<file path="src/rtl/tsq_pkg.sv">
package tsq_pkg;

	localparam int QUEUE_DEPTH = 32;
	localparam int CNT_W = $clog2(QUEUE_DEPTH + 1);

	localparam logic [1:0] REQ_INSERT = 2'd0;
	localparam logic [1:0] REQ_APPEND = 2'd1;
	localparam logic [1:0] REQ_POP = 2'd2;

	localparam logic [1:0] ERR_OK = 2'd0;
	localparam logic [1:0] ERR_FULL = 2'd1;
	localparam logic [1:0] ERR_EMPTY = 2'd2;

	typedef struct packed {
		logic [23:0] service;
		logic [23:0] arrive;
		logic        cls;
		logic [15:0] id;
	} entry_t;

	typedef struct packed {
		logic ins;
		logic sorted;
		logic pop;
	} cell_ctl_t;

endpackage

</file>
<file path="src/rtl/tsq_cell.sv">
module tsq_cell
	import tsq_pkg::*;
(
	input  logic      clk,
	input  logic      arst_n,
	input  cell_ctl_t ctl,
	input  entry_t    new_entry,
	input  entry_t    left_entry,
	input  logic      left_valid,
	input  entry_t    right_entry,
	input  logic      right_valid,
	input  logic      found_in,
	output logic      found_out,
	output entry_t    entry,
	output logic      valid
);

	entry_t entry_q;
	logic   valid_q;
	logic   hit;

	// first free cell, or, for a sorted insert, first stored entry arriving later than the new one
	assign hit = ctl.sorted ? (!valid_q || (entry_q.arrive > new_entry.arrive)) : !valid_q;
	assign found_out = found_in | hit;

	always_ff @(posedge clk or negedge arst_n) begin
		if (!arst_n) begin
			valid_q <= 1'b0;
		end else if (ctl.ins) begin
			if (found_in) begin
				valid_q <= left_valid;
			end else if (hit) begin
				valid_q <= 1'b1;
			end
		end else if (ctl.pop) begin
			valid_q <= right_valid;
		end
	end

	always_ff @(posedge clk) begin
		if (ctl.ins) begin
			if (found_in) begin
				entry_q <= left_entry;
			end else if (hit) begin
				entry_q <= new_entry;
			end
		end else if (ctl.pop) begin
			entry_q <= right_entry;
		end
	end

	assign entry = entry_q;
	assign valid = valid_q;

endmodule

</file>
<file path="config.mk">
export PLATFORM = sky130hd
export DESIGN_NAME = tsq_cell
export DESIGN_NICKNAME = d
export VERILOG_FILES = /design/src/rtl/tsq_pkg.sv /design/src/rtl/tsq_cell.sv
export SDC_FILE = /design/constraint.sdc
export NUM_CORES = 1
export LEC_CHECK = 0
export ABC_CLOCK_PERIOD_IN_PS = 12800
export BUFFER_PORTS_ARGS = -buffer_cell sky130_fd_sc_hd__buf_4
export CAP_MARGIN = 10
export CORE_MARGIN = 1.5
export CORE_UTILIZATION = 35
export DETAILED_ROUTE_END_ITERATION = 12
export MAX_ROUTING_LAYER = met4
export PLACE_DENSITY = 0.69
export SLEW_MARGIN = 25
export SYNTH_ARGS = -nofsm -noshare
export SYNTH_HDL_FRONTEND = slang
export SYNTH_SLANG_ARGS = --single-unit
export TNS_END_PERCENT = 1
</file>
<file path="constraint.sdc">
create_clock -name clk -period 12.8 [get_ports clk]
set_input_delay 0.64 -clock clk [delete_from_list [all_inputs] [get_ports clk]]
set_output_delay 0.64 -clock clk [all_outputs]
set_load 0.03 [all_outputs]
</file>
Word-level counts from Yosys, hierarchy flattened
Index checks and enable logic that the tools add are counted.
{ "totals": {"ff_bits": 66, "in_bits": 203, "out_inout_bits": 67, "wordCells": 21} }
{ "classes": {"order_cmp": 1, "n_eq_ne": 1, "n_mux": 9, "n_bitwise": 1, "n_reduce_logical": 4} }
{ "ops": {"columns": ["cell", "count"], "rows": [
  ["65-bit 2-to-1 mux", 4],
  ["24-bit greater-than comparator", 1],
  ["1-bit 2-to-1 mux", 5],
  ["3-bit by 1-bit != test with 1-bit output, second input constant", 1],
  ["2-bit AND reduction", 1],
  ["2-bit nonzero test", 1],
  ["1-bit logical NOT", 1],
  ["1-bit logical OR", 1],
  ["1-bit OR", 1]
]} }

Logic depth before layout (Yosys ltp)
{ "depth": {"word_depth": 6, "depth_mapped": 7, "ltp_nobuf": 7} }

Worst setup path before layout
No wires, ideal clock.
{ "synth_timing": {"path_kind": "input port to flip-flop", "start": "in new_entry[36] (netlist name)", "end": "reg entry_q (netlist bit entry[0]) (enable)", "setup_time_ps": 510, "arrival_ps": 4761, "required_ps": 12290, "path_slack_ps": 7529, "cell_stages": 7, "path_buffers": 0, "cell_sequence": "inv_1 ha_1 and4_4 nand4_4 a311oi_2 nor2_1 a21oi_1"} }
{ "synth_via": {"elab_chain_cells": 5} }
{ "synth_rtl": {"columns": ["item", "line_no", "source"], "rows": [
  ["start, declared", "tsq_cell.sv:7", "input entry_t new_entry,"],
  ["24-bit greater-than comparator", "tsq_cell.sv:23", "assign hit = ctl.sorted ? (!valid_q || (entry_q.arrive > new_entry.arrive)) : !valid_q;"],
  ["1-bit logical OR", "tsq_cell.sv:23", null],
  ["1-bit 2-to-1 mux", "tsq_cell.sv:23", null],
  ["3-bit by 1-bit != test with 1-bit output (no source line)", null, null],
  ["2-bit AND reduction (no source line)", null, null],
  ["end signal, assigned", "tsq_cell.sv:43", "entry_q <= left_entry;"],
  ["end signal, assigned", "tsq_cell.sv:45", "entry_q <= new_entry;"],
  ["end signal, assigned", "tsq_cell.sv:48", "entry_q <= right_entry;"],
  ["end, declared", "tsq_cell.sv:18", "entry_t entry_q;"]
]} }
Every way passes these cells.
A chain may end at the register's enable or synchronous reset.

Final worst setup path
{ "layout_timing": {"start": "in new_entry[26] (netlist name)", "end": "out found_out"} }
{ "layout_via": {"elab_chain_cells": 4} }
{ "layout_rtl": {"columns": ["item", "line_no", "source"], "rows": [
  ["24-bit greater-than comparator", "tsq_cell.sv:23", null],
  ["1-bit logical OR", "tsq_cell.sv:23", null],
  ["1-bit 2-to-1 mux", "tsq_cell.sv:23", null],
  ["1-bit OR", "tsq_cell.sv:24", "assign found_out = found_in | hit;"],
  ["end, declared", "tsq_cell.sv:13", "output logic found_out,"]
]} }
Every way passes these cells.

==> summary.md <==
| Metric | Value |
|---|---|
| Run status | completed |
| Minimum setup slack in the final design | 9.994 ns |
| Transition time of the tightest slew-check pin | 0.8222 ns |
| Number of storage elements in the synthesis netlist | 66 |
| Final worst-path cycle share | 21.92% |
| Max_cap viols | 0 |
| Number of cells produced by synthesis | 380 |
| Die area | 12,150 µm² |
| Total global-route track usage | between 10% and 20% |
| Setup Viol. Count Final | 0 |
| Share of post-route cells with drive strength above 1 | roughly 45% |
| Std-Cell Rows | 38 |
| Starting density of the core | 36.47% |
| Proportion of synthesized chip area in sequential cells | 49.14% |
| CP top delay family | simple AND/OR/NAND/NOR gates |
| CP Data Required Time | 12.16 ns |
| Global-route wire length before repair | ~16,000 µm |
| Area contributors post-synth | sky130_fd_sc_hd__edfxtp_1 (49%), sky130_fd_sc_hd__mux2i_1 (16%), sky130_fd_sc_hd__a21oi_1 (9.6%) |
| Clock-pin slew on the worst setup and hold paths | 0.05 ns |
| Horiz. Die Dim | 110.2 µm |
| Vias in the first global route | 3,539 |
| Vias per cell | 4.775 |
| Ports | 270 |
| Worst Path Max Fanout | 2 |
| Normalized max-slew margin | a little under half |
| Worst path most repeated cell | sky130_fd_sc_hd__buf_4 |
| Setup slack after placement | ~9.7 ns |
| Total CTS buffers | 9 |
| Clock latency reported for the late side of the worst-skew pair | 0.32 ns |
| Number of input and output port buffers inserted | about 270 |
| Worst setup path start | new_entry[26] |
| First-pass iteration count of the detailed router | 4 |
| H-tree levels | 3 |
| Number of clock sinks | 66 |
| Maximum clock skew at final layout | 0.009356 ns |
| CTS tree | yes |
| Sum of overflow across all layers after global routing | 0 |
| Final setup TNS | 0 ns |
| Number of buffer and inverter stages on the critical path | 3 |
| Detailed Place HPWL | 9061 µm |
| DR iter-0 viols | 104 |
| Min-Delay Path Class | in2async |
| Critical path launch point type | input port |
| Static Leak | between 3 and 4 nW |
| Category of the most critical setup path | in2out |
| Top library cells by usage in the layout, fill and taps aside | sky130_fd_sc_hd__buf_4 (271), sky130_fd_sc_hd__a21oi_1 (76), sky130_fd_sc_hd__nor2_1 (68) |
| Post-Synthesis Net Count | 607 |
| Worst setup EP type | output port |
| Number of design rule violations left after detail routing | 0 |
| Maximum buffer depth of the clock tree | 2 |
| Hold-fix buffers, CTS | 0 |
| Die Height | 110.2 µm |
| Critical path data arrival time | 2.17 ns |
| Via count | about 3,700 |
| CP max-delay cell | sky130_fd_sc_hd__ha_1 |
| Antenna viol nets, final | 0 |
| Postcts setup bufs | 0 |
| Biggest area consumer among synthesized cells | sky130_fd_sc_hd__edfxtp_1 |
| Number of hold violations in the final report | 0 |
| Pin count of the biggest net entering global routing | 71 |
| Final Critical Period | 2.806 ns |
| Mapped cell area | about 4000 µm² |
| FF-to-FF Start | entry[27] |
| Synthesized area per cell | around 11 µm² |
| Final Routed Wirelength | 11,390 µm |
| Core area | 11,030 µm² |
| Top cell type's share of synthesized area | 48.52% |
| Unrepaired setup endpoints after global routing | false |
| Number of antenna cells inserted | 0 |
| Commonest non-fill, non-tap cell in the layout | sky130_fd_sc_hd__buf_4 |
| Area Growth Syn to Fin | 58.79% |
| Stage delay of the slowest cell on the critical path | 0.29 ns |
| Count of distinct cell types in the synthesized netlist | 33 |
| Power density over the cells | 109.5 nW/µm² |
| Root buffer cell | sky130_fd_sc_hd__clkbuf_16 |
| Total number of nets in the final design | 867 |
| Final Max Slew Viols | 0 |
| Overall power of the completed layout | around 0.70 mW |
| Largest voltage drop on the vdd net | 0.05477 mV |
| # resized after CTS | 0 |
| Synthesis Warnings | 0 |
| Cell breakdown of the critical path | buf_4 -> inv_1 -> ha_1 -> and4_1 -> nand4_4 -> a311oi_2 -> nor2_1 -> a21oi_1 -> buf_4 |
| Drt wl/cell | roughly 15 µm |
| Number of antenna violations at the first check in global routing | 0 |
| Highest clock frequency the design can meet | approximately 360 MHz |
| Final estimated routing congestion in global placement | 0.7844 |
[per-stage QoR]
stage	utilization [%]	cells	area, µm²	hold slack [ns]
6_report	57.91	783	6387	0.08884
4_1_cts	57.87	783	6384	0.07672
3_3_place_gp	55.61	769	6135	0.4179
3_5_place_dp	55.61	769	6135	0.4182
2_1_floorplan	-	380	4023	0.3444
5_1_grt	57.91	783	6387	0.07064
[cell usage after synthesis]
library cell and n:
sky130_fd_sc_hd__a21oi_1 77, sky130_fd_sc_hd__nor2_1 68, sky130_fd_sc_hd__edfxtp_1 65, sky130_fd_sc_hd__mux2i_1 65, sky130_fd_sc_hd__ha_1 24, sky130_fd_sc_hd__inv_1 24
sky130_fd_sc_hd__buf_2 12, sky130_fd_sc_hd__clkbuf_1 7, sky130_fd_sc_hd__nand2_1 6, sky130_fd_sc_hd__o21ai_0 4, sky130_fd_sc_hd__and4_4 3, sky130_fd_sc_hd__nand4_1 3
sky130_fd_sc_hd__buf_4 2, sky130_fd_sc_hd__a211o_1 1, sky130_fd_sc_hd__a211oi_1 1, sky130_fd_sc_hd__a311oi_2 1, sky130_fd_sc_hd__a41o_1 1, sky130_fd_sc_hd__and3_1 1
sky130_fd_sc_hd__and4_1 1, sky130_fd_sc_hd__buf_1 1, sky130_fd_sc_hd__buf_6 1, sky130_fd_sc_hd__dfrtp_1 1, sky130_fd_sc_hd__mux2_2 1, sky130_fd_sc_hd__nand2b_1 1
sky130_fd_sc_hd__nand3_1 1, sky130_fd_sc_hd__nand3b_1 1, sky130_fd_sc_hd__nand4_4 1, sky130_fd_sc_hd__nor2b_1 1, sky130_fd_sc_hd__o211ai_1 1, sky130_fd_sc_hd__o21a_1 1
sky130_fd_sc_hd__o22a_1 1, sky130_fd_sc_hd__o22ai_1 1, sky130_fd_sc_hd__o31a_1 1
[path summary, 6_finish.rpt]
kind	to	slack, ns	cells past startpoint
min in group clk	valid	0.56	2
min reg2reg	valid	0.71	2
max in group asynchronous	valid	12.63	1
min	valid	0.09	1
max reg2reg	entry[63]	10.08	7
max	found_out	9.99	9
[where the power goes]
part / internal (mW) / total (mW) / switching (mW) / leakage, nW
sequential: 0.269 / 0.278 / 0.00908 / 0.647
combinational: 0.0987 / 0.215 / 0.116 / 2.33
clock: 0.126 / 0.206 / 0.0799 / 0.120
[sequential cells by signal, indices dropped and copies added, names as in the netlist]
signal,cells
entry,65
valid,1
[per-layer routing]
metal | vias to the layer above | GRT usage, % | part of all wire, %
met3 | 16 | 5.585 | 9.6
li1 | 1907 | - | -
met5 | - | - | 0
met1 | 1652 | 19.60 | 38
met2 | 164 | 33.19 | 51
met4 | 0 | 5.952 | 1.6
[area by class of cell]
type	count	area, µm²
Fill cell	999	4643
Timing Repair Buffer	272	2046
Sequential cell	66	1977
Multi-Input combinational cell	267	1851
Clock buffer	9	225.2
Tap cell	140	175.2
Inverter	24	90.09
Clock inverter	5	23.77
[worst reg2reg max path, stage by stage, from the launching register on]
cell and delay, ns:
sky130_fd_sc_hd__edfxtp_1 0.41, sky130_fd_sc_hd__ha_1 0.31, sky130_fd_sc_hd__and4_1 0.28, sky130_fd_sc_hd__nand4_4 0.13
sky130_fd_sc_hd__a311oi_2 0.25, sky130_fd_sc_hd__nor2_1 0.13, sky130_fd_sc_hd__a21oi_4 0.15, sky130_fd_sc_hd__buf_4 0.65
[cell families (layout without fill, tap and decap cells)]
| group | after synthesis | after routing | synth area share [%] |
|---|---|---|---|
| multiplexers | 66 | 66 | 16.45 |
| buffers and inverters | 47 | 310 | 5.132 |
| adder cells (fa/ha/maj) | 24 | 24 | 7.465 |
| flip-flops | 66 | 66 | 49.14 |
| AO/OA/AOI/OAI | 90 | 90 | 12.07 |
| AND/OR/NAND/NOR | 87 | 87 | 9.736 |
(Power assumes the default switching activity.)
